## src/design/bcc_pkg.sv

```systemverilog
// Shared types and constants for the button click classifier.
package bcc_pkg;

    // Width of the configuration registers and of the APB data bus.
    localparam int CFG_WIDTH = 16;
    localparam int APB_DATA_WIDTH = 32;
    localparam int APB_ADDR_WIDTH = 3;

    // Default width of the hold and gap tick counters.
    localparam int COUNT_WIDTH_DEFAULT = 16;

    // Register reset values.
    localparam logic [CFG_WIDTH-1:0] LONG_THRESHOLD_RESET = 16'd5500;
    localparam logic [CFG_WIDTH-1:0] DOUBLE_WINDOW_RESET = 16'd2400;

    // Register index, taken from the word address bit of paddr.
    localparam logic REG_LONG_THRESHOLD = 1'b0;
    localparam logic REG_DOUBLE_WINDOW = 1'b1;

    // Input item kinds.
    localparam logic REQ_TICK = 1'b0;
    localparam logic REQ_SAMPLE = 1'b1;

    typedef enum logic [1:0] {
        EV_NONE   = 2'd0,
        EV_SHORT  = 2'd1,
        EV_DOUBLE = 2'd2,
        EV_LONG   = 2'd3
    } click_event_t;

    // One item handed to the rule engine.
    typedef struct packed {
        logic fire;
        logic req_type;
        logic key_down;
    } bcc_step_t;

endpackage

```

## src/design/bcc_rules.sv

```systemverilog
// Press rules: press state flags, saturating tick counters and event decode.
module bcc_rules #(
    parameter int COUNT_WIDTH = bcc_pkg::COUNT_WIDTH_DEFAULT
) (
    input  logic                           clk,
    input  logic                           rst_n,
    input  bcc_pkg::bcc_step_t             step,
    input  logic [bcc_pkg::CFG_WIDTH-1:0]  long_threshold,
    input  logic [bcc_pkg::CFG_WIDTH-1:0]  double_window,
    output bcc_pkg::click_event_t          click_event
);
    import bcc_pkg::*;

    localparam int CMP_WIDTH = (COUNT_WIDTH > CFG_WIDTH) ? COUNT_WIDTH : CFG_WIDTH;

    logic                   press_armed_reg, press_armed_next;
    logic                   gap_waiting_reg, gap_waiting_next;
    logic                   long_latched_reg, long_latched_next;
    logic [COUNT_WIDTH-1:0] hold_ticks_reg, hold_ticks_next;
    logic [COUNT_WIDTH-1:0] gap_ticks_reg, gap_ticks_next;

    logic [CMP_WIDTH-1:0] hold_cmp;
    logic [CMP_WIDTH-1:0] gap_cmp;
    logic [CMP_WIDTH-1:0] thr_cmp;
    logic [CMP_WIDTH-1:0] win_cmp;
    logic                 hold_reached;
    logic                 gap_inside;
    logic                 gap_past;

    assign hold_cmp     = CMP_WIDTH'(hold_ticks_reg);
    assign gap_cmp      = CMP_WIDTH'(gap_ticks_reg);
    assign thr_cmp      = CMP_WIDTH'(long_threshold);
    assign win_cmp      = CMP_WIDTH'(double_window);
    assign hold_reached = (hold_cmp >= thr_cmp);
    assign gap_inside   = (gap_cmp < win_cmp);
    assign gap_past     = (gap_cmp > win_cmp);

    always_comb
    begin
        press_armed_next  = press_armed_reg;
        gap_waiting_next  = gap_waiting_reg;
        long_latched_next = long_latched_reg;
        hold_ticks_next   = hold_ticks_reg;
        gap_ticks_next    = gap_ticks_reg;
        click_event       = EV_NONE;

        if (step.fire)
        begin
            if (step.req_type == REQ_TICK)
            begin
                // Both counters stop at all ones instead of wrapping.
                hold_ticks_next = (&hold_ticks_reg) ? hold_ticks_reg
                                                    : hold_ticks_reg + COUNT_WIDTH'(1);
                gap_ticks_next  = (&gap_ticks_reg) ? gap_ticks_reg
                                                   : gap_ticks_reg + COUNT_WIDTH'(1);
            end
            else if (step.key_down)
            begin
                if (!press_armed_reg)
                begin
                    press_armed_next = 1'b1;
                    hold_ticks_next  = '0;
                end
                else if (hold_reached)
                begin
                    long_latched_next = 1'b1;
                    press_armed_next  = 1'b0;
                    click_event       = EV_LONG;
                end
            end
            else
            begin
                if (press_armed_reg)
                begin
                    press_armed_next = 1'b0;
                    if (!gap_waiting_reg)
                    begin
                        gap_waiting_next = 1'b1;
                        gap_ticks_next   = '0;
                    end
                    else if (gap_inside)
                    begin
                        gap_waiting_next = 1'b0;
                        click_event      = EV_DOUBLE;
                    end
                end
                else if (gap_waiting_reg && gap_past)
                begin
                    // The wait ends by timeout; a pending long press swallows it.
                    gap_waiting_next = 1'b0;
                    if (long_latched_reg)
                    begin
                        long_latched_next = 1'b0;
                    end
                    else
                    begin
                        click_event = EV_SHORT;
                    end
                end
            end
        end
    end

    always_ff @(posedge clk or negedge rst_n)
    begin
        if (!rst_n)
        begin
            press_armed_reg  <= 1'b0;
            gap_waiting_reg  <= 1'b0;
            long_latched_reg <= 1'b0;
            hold_ticks_reg   <= '0;
            gap_ticks_reg    <= '0;
        end
        else
        begin
            press_armed_reg  <= press_armed_next;
            gap_waiting_reg  <= gap_waiting_next;
            long_latched_reg <= long_latched_next;
            hold_ticks_reg   <= hold_ticks_next;
            gap_ticks_reg    <= gap_ticks_next;
        end
    end

endmodule

```

## src/design/button_click_classifier_unit.sv

```systemverilog
// Top level of the button click classifier: handshake stages and APB registers.
//
//   Channel   Direction  Handshake              Payload
//   input     in         in_valid / in_ready    req_type, key_down
//   output    out        out_valid / out_ready  click_event
//   config    in         APB psel / penable     paddr, pwdata, prdata
//
// Every input beat produces exactly one output beat. When the output side does
// not stall, an accepted beat passes through the input register and then the
// output register before it is presented. The block takes one beat per cycle
// while the output side does not stall; the rule engine updates its flags and
// counters as the beat moves from the input register into the output register.
// Reset is asynchronous and active low. It clears the press flags and counters
// and loads the registers with 5500 hold ticks and 2400 gap ticks.
// When out_ready is low, the output beat holds and the input register still
// accepts one more beat before in_ready drops.
module button_click_classifier_unit #(
    parameter int COUNT_WIDTH = bcc_pkg::COUNT_WIDTH_DEFAULT
) (
    input  logic                                clk,
    input  logic                                rst_n,

    input  logic                                in_valid,
    output logic                                in_ready,
    input  logic                                req_type,
    input  logic                                key_down,

    output logic                                out_valid,
    input  logic                                out_ready,
    output logic [1:0]                          click_event,

    input  logic                                psel,
    input  logic                                penable,
    input  logic                                pwrite,
    input  logic [bcc_pkg::APB_ADDR_WIDTH-1:0]  paddr,
    input  logic [bcc_pkg::APB_DATA_WIDTH-1:0]  pwdata,
    output logic [bcc_pkg::APB_DATA_WIDTH-1:0]  prdata,
    output logic                                pready
);
    import bcc_pkg::*;

    // Configuration registers. Each register sits at a word address; the
    // word address bit of paddr selects it and the byte offset is ignored.
    logic [CFG_WIDTH-1:0] long_threshold_reg;
    logic [CFG_WIDTH-1:0] double_window_reg;
    logic                 cfg_write;
    logic                 reg_sel;

    assign pready    = 1'b1;
    assign reg_sel   = paddr[2];
    assign cfg_write = psel && penable && pwrite && pready;

    always_ff @(posedge clk or negedge rst_n)
    begin
        if (!rst_n)
        begin
            long_threshold_reg <= LONG_THRESHOLD_RESET;
            double_window_reg  <= DOUBLE_WINDOW_RESET;
        end
        else if (cfg_write)
        begin
            unique case (reg_sel)
                REG_LONG_THRESHOLD: long_threshold_reg <= pwdata[CFG_WIDTH-1:0];
                REG_DOUBLE_WINDOW:  double_window_reg  <= pwdata[CFG_WIDTH-1:0];
                default:            long_threshold_reg <= long_threshold_reg;
            endcase
        end
    end

    // Read data follows the address; the upper bits read as zero.
    always_comb
    begin
        unique case (reg_sel)
            REG_LONG_THRESHOLD: prdata = APB_DATA_WIDTH'(long_threshold_reg);
            REG_DOUBLE_WINDOW:  prdata = APB_DATA_WIDTH'(double_window_reg);
            default:            prdata = '0;
        endcase
    end

    // Input register. It moves forward whenever the output register is empty
    // or its beat is being taken, so a new beat can enter in every cycle.
    logic      s1_valid_reg;
    logic      s1_req_type_reg;
    logic      s1_key_down_reg;
    logic      s1_advance;
    logic      in_fire;
    bcc_step_t step;
    click_event_t step_event;

    logic         out_valid_reg;
    click_event_t out_event_reg;

    assign s1_advance = s1_valid_reg && (!out_valid_reg || out_ready);
    assign in_ready   = !s1_valid_reg || s1_advance;
    assign in_fire    = in_valid && in_ready;

    always_ff @(posedge clk or negedge rst_n)
    begin
        if (!rst_n)
        begin
            s1_valid_reg <= 1'b0;
        end
        else if (in_ready)
        begin
            s1_valid_reg <= in_valid;
        end
    end

    always_ff @(posedge clk)
    begin
        if (in_fire)
        begin
            s1_req_type_reg <= req_type;
            s1_key_down_reg <= key_down;
        end
    end

    // The rule engine commits its state only when the beat moves on into the
    // output register, so a stalled beat is never applied twice.
    assign step.fire     = s1_advance;
    assign step.req_type = s1_req_type_reg;
    assign step.key_down = s1_key_down_reg;

    bcc_rules #(
        .COUNT_WIDTH(COUNT_WIDTH)
    ) u_rules (
        .clk           (clk),
        .rst_n         (rst_n),
        .step          (step),
        .long_threshold(long_threshold_reg),
        .double_window (double_window_reg),
        .click_event   (step_event)
    );

    // Output register.
    always_ff @(posedge clk or negedge rst_n)
    begin
        if (!rst_n)
        begin
            out_valid_reg <= 1'b0;
        end
        else if (s1_advance)
        begin
            out_valid_reg <= 1'b1;
        end
        else if (out_ready)
        begin
            out_valid_reg <= 1'b0;
        end
    end

    always_ff @(posedge clk)
    begin
        if (s1_advance)
        begin
            out_event_reg <= step_event;
        end
    end

    assign out_valid   = out_valid_reg;
    assign click_event = out_event_reg;

endmodule

```

## config.mk

```make
export PLATFORM = sky130hd
export DESIGN_NAME = button_click_classifier_unit
export DESIGN_NICKNAME = d
export VERILOG_FILES = /design/src/design/bcc_pkg.sv /design/src/design/bcc_rules.sv /design/src/design/button_click_classifier_unit.sv
export SDC_FILE = /design/constraint.sdc
export NUM_CORES = 1
export LEC_CHECK = 0
export ABC_AREA = 1
export BUFFER_PORTS_ARGS = -buffer_cell sky130_fd_sc_hd__buf_2
export CORE_ASPECT_RATIO = 0.7
export CORE_UTILIZATION = 40
export DETAILED_ROUTE_END_ITERATION = 8
export GPL_ROUTABILITY_DRIVEN = 1
export PLACE_DENSITY_LB_ADDON = 0.05
export SYNTH_ARGS = -nofsm -noshare
export SYNTH_HDL_FRONTEND = slang
export SYNTH_SLANG_ARGS = --single-unit
```

## constraint.sdc

```tcl
create_clock -name clk -period 4.1 [get_ports clk]
set_input_delay 0.82 -clock clk [delete_from_list [all_inputs] [get_ports clk]]
set_output_delay 0.82 -clock clk [all_outputs]
set_load 0.005 [all_outputs]
```

==> results by group <==
Status
  – Status: completed

Logic synthesis
  – Ys Warns: 0
  – Mux cell area share after synthesis: 0%
  – Synthesized instance count: 615
  – Synth top area cells: dfrtp_1, nand2_1, ha_1, dfstp_2, inv_1
  – Synthesized area: 4856 sq um
  – Post-synth top area share: 29.37%
  – Number of synthesized register bits: 73
  – Largest family of logic cells by synthesized area: simple AND/OR/NAND/NOR gates
  – Share of the yosys chip area belonging to registers: 38.34%
  – Mapped Avg Cell Area: 7.896 sq um
  – Area leader, netlist: dfrtp_1
  – Synth cell types: 45
  – Compound-cell area share of the yosys netlist: 13.27%
  – Synth Area in Adders: 8.761%
  – Most used DFF post-synth: dfrtp_1
  – Post-synthesis simple-gate area fraction: 24.86%
  – Number of synthesized flops with an enable pin: 4
  – Synth Area in XOR/XNOR: 2.705%
  – FFs w/ async S/R, synth: 94.52%

Place
  – HPWL after DPL: 9.255 mm
  – Placed cell count: 802
  – RePlAce Congestion: 0.8372
  – I/O Buffers: 45

Final layout
  – ANT cells: 0
  – Fillers: 1194
  – Layout Utilization: 45.77%
  – P&R area growth vs syn: 10.93%
  – Layout net count: 734
  – Share of cells above drive strength 1: 16.94%
  – Non-Filler Instances: 818

STA
  – Clock Skews: 6.831 ps
  – Rel. slew slack: 32.27%
  – Worst-Margin Slew: 1014 ps
  – Max-slew violations: 0
  – Final setup vio count: 0
  – Top achievable clock speed: 400.4 MHz
  – RSZ-0062 raised after global routing: false
  – Fin Setup TNS: 0 ps
  – Final hold vios: 0
  – Fin crit share: 60.91%
  – Fin crit period: 2497 ps
  – Final hold slack: 487.9 ps

Clocking
  – Hold-fix buffers, CTS: 0
  – Clk Latency, worst-skew pair: 330 ps
  – CTS root buffer: clkbuf_16
  – Post-CTS setup buffer count: 0
  – Clk buf depth: 2
  – CTS tree: yes
  – CTS Buf Count: 9
  – Reg clk slew, reported paths: 60 ps
  – Clock Sinks: 73
  – CTS resizes: 0
  – # H-tree levels: 3

Route
  – WL final: 12.04 mm
  – Detailed Routing Iterations Pass 1: 4
  – # DRC: 0
  – Vias after detailed routing: 4091
  – DR iter-0 viols: 288
  – Vias/cell: 5.001
  – DRT antenna net count: 0
  – Post-DR wirelength/cell: 14.72 microns

Setup path
  – CP peak stage delay: 420 ps
  – CP most frequent cell: buf_2
  – Critical path, cell by cell: buf_2, o21ai_0, buf_2
  – Setup crit start kind: input pin
  – Endpoint class of the critical path: primary output
  – Worst-path fanout max: 33
  – WP buf/inv: 2
  – Required @ worst endpoint: 3280 ps
  – Critical Path AT: 1680 ps
  – CP max-delay cell: buf_2
  – CP top delay family: buffers and inverters
  – CP Class: in2out
  – Flop2flop setup slack: 2050 ps

Floorplanning
  – # IOs: 81
  – Die Wd: 133.7 microns
  – CORE AREA: 11770 sq um
  – Area of the die: 12590 sq um
  – Die Ht: 94.19 microns
  – Row count: 33
  – Initial Util: 41.27%

Power and ir drop
  – Final total power: 2244 uW
  – Peak VDD IR: 0.2086 mV
  – Pwr Density: 416.5 nW/um^2
  – P_leak: 0.002666 uW

Global route
  – GRT overflow: 0
  – Initial antenna violation count: 0
  – Global Route Usage Sum: 20.56%
  – First-pass GRT wire length: 19.59 mm
  – Largest net degree at the start of global routing: 34
  – Vias in the first global route: 3656

Worst hold path
  – Worst hold path type: in2async

Job
  – Max cap viols: 0
## worst paths after layout
| kind | startpoint | depth (start not counted) | to |
|---|---|---|---|
| worst max register to register | s1_req_type_reg$_DFFE_PP_ | 6 | u_rules.hold_cmp[8]$_DFFE_PN0P_ |
| worst min register to register | long_threshold_reg[3]$_DFFE_PN1P_ | 2 | long_threshold_reg[3]$_DFFE_PN1P_ |
| worst min-delay path | rst_n | 1 | u_rules.hold_cmp[5]$_DFFE_PN0P_ |
| min in group clk | long_threshold_reg[3]$_DFFE_PN1P_ | 2 | long_threshold_reg[3]$_DFFE_PN1P_ |
| worst max-delay path | paddr[2] | 3 | prdata[9] |
| max in group asynchronous | rst_n | 2 | long_threshold_reg[10]$_DFFE_PN1P_ |
## cell families (layout without fill, tap and decap cells)
logic type / count (synthesis) / after routing
other cells: 2 / 17
xor+xnor: 15 / 15
fa+ha+maj: 34 / 34
compound gates: 104 / 104
simple gates: 264 / 264
buf+inv: 123 / 154
flops: 73 / 73
## worst reg2reg max path: cells and delay by family, from the launching register on
family	cells	cell delay, ps
flops	1	680
buf+inv	2	600
simple gates	3	590
compound gates	1	110
## per-layer routing
layer	vias up	part of all wire, %	global-route usage [%]
li1	2050	-	-
met1	1933	56	32.10
met2	101	39	28.34
met3	7	4.2	4.639
met4	0	0.58	3.788
met5	-	0	0
## layout by cell type (no fill, tap or decap), drive strengths merged, types with 16 or more instances in the layout
cell type	n
dfrtp	57
nor2	31
inv	90
nor3	16
ha	34
o21ai	64
buf	48
conb	17
nand2	163
nand3	32
a21oi	19
## power breakdown
group | switching [uW] | total [uW] | internal (uW)
Sequential | 115 | 967 | 852
Clock | 312 | 719 | 408
Combinational | 354 | 557 | 203
Total | 781 | 2240 | 1460
## synth_stat cells (all sizes together) (4+ instances only)
cell    number
nor2        31
buf         25
dfrtp       57
dfstp       12
nand4       15
a21oi       19
nand3       32
edfxtp       4
xor2        14
inv         90
ha          34
nand2      163
clkbuf       8
o21ai       64
o31ai       15
nor3        16
## stage by stage
stage,area [sq um],setup WS (ps)
6_report,5386,1603
5_1_grt,5386,1518
4_1_cts,5386,1617
3_5_place_dp,5121,1586
3_3_place_gp,5121,1612
2_1_floorplan,4912,2054
## cell type report
class | count | area [sq um] | area share [%]
multi-input cells | 434 | 2472 | 45.90
repair buffers | 48 | 247.7 | 4.599
flip-flops and latches | 73 | 1862 | 34.56
inverters | 90 | 342.8 | 6.365
clock buffers | 11 | 232.7 | 4.321
well taps | 157 | 196.4 | 3.647
clock inverters | 5 | 32.53 | 0.6039
(Power assumes the default switching activity.)
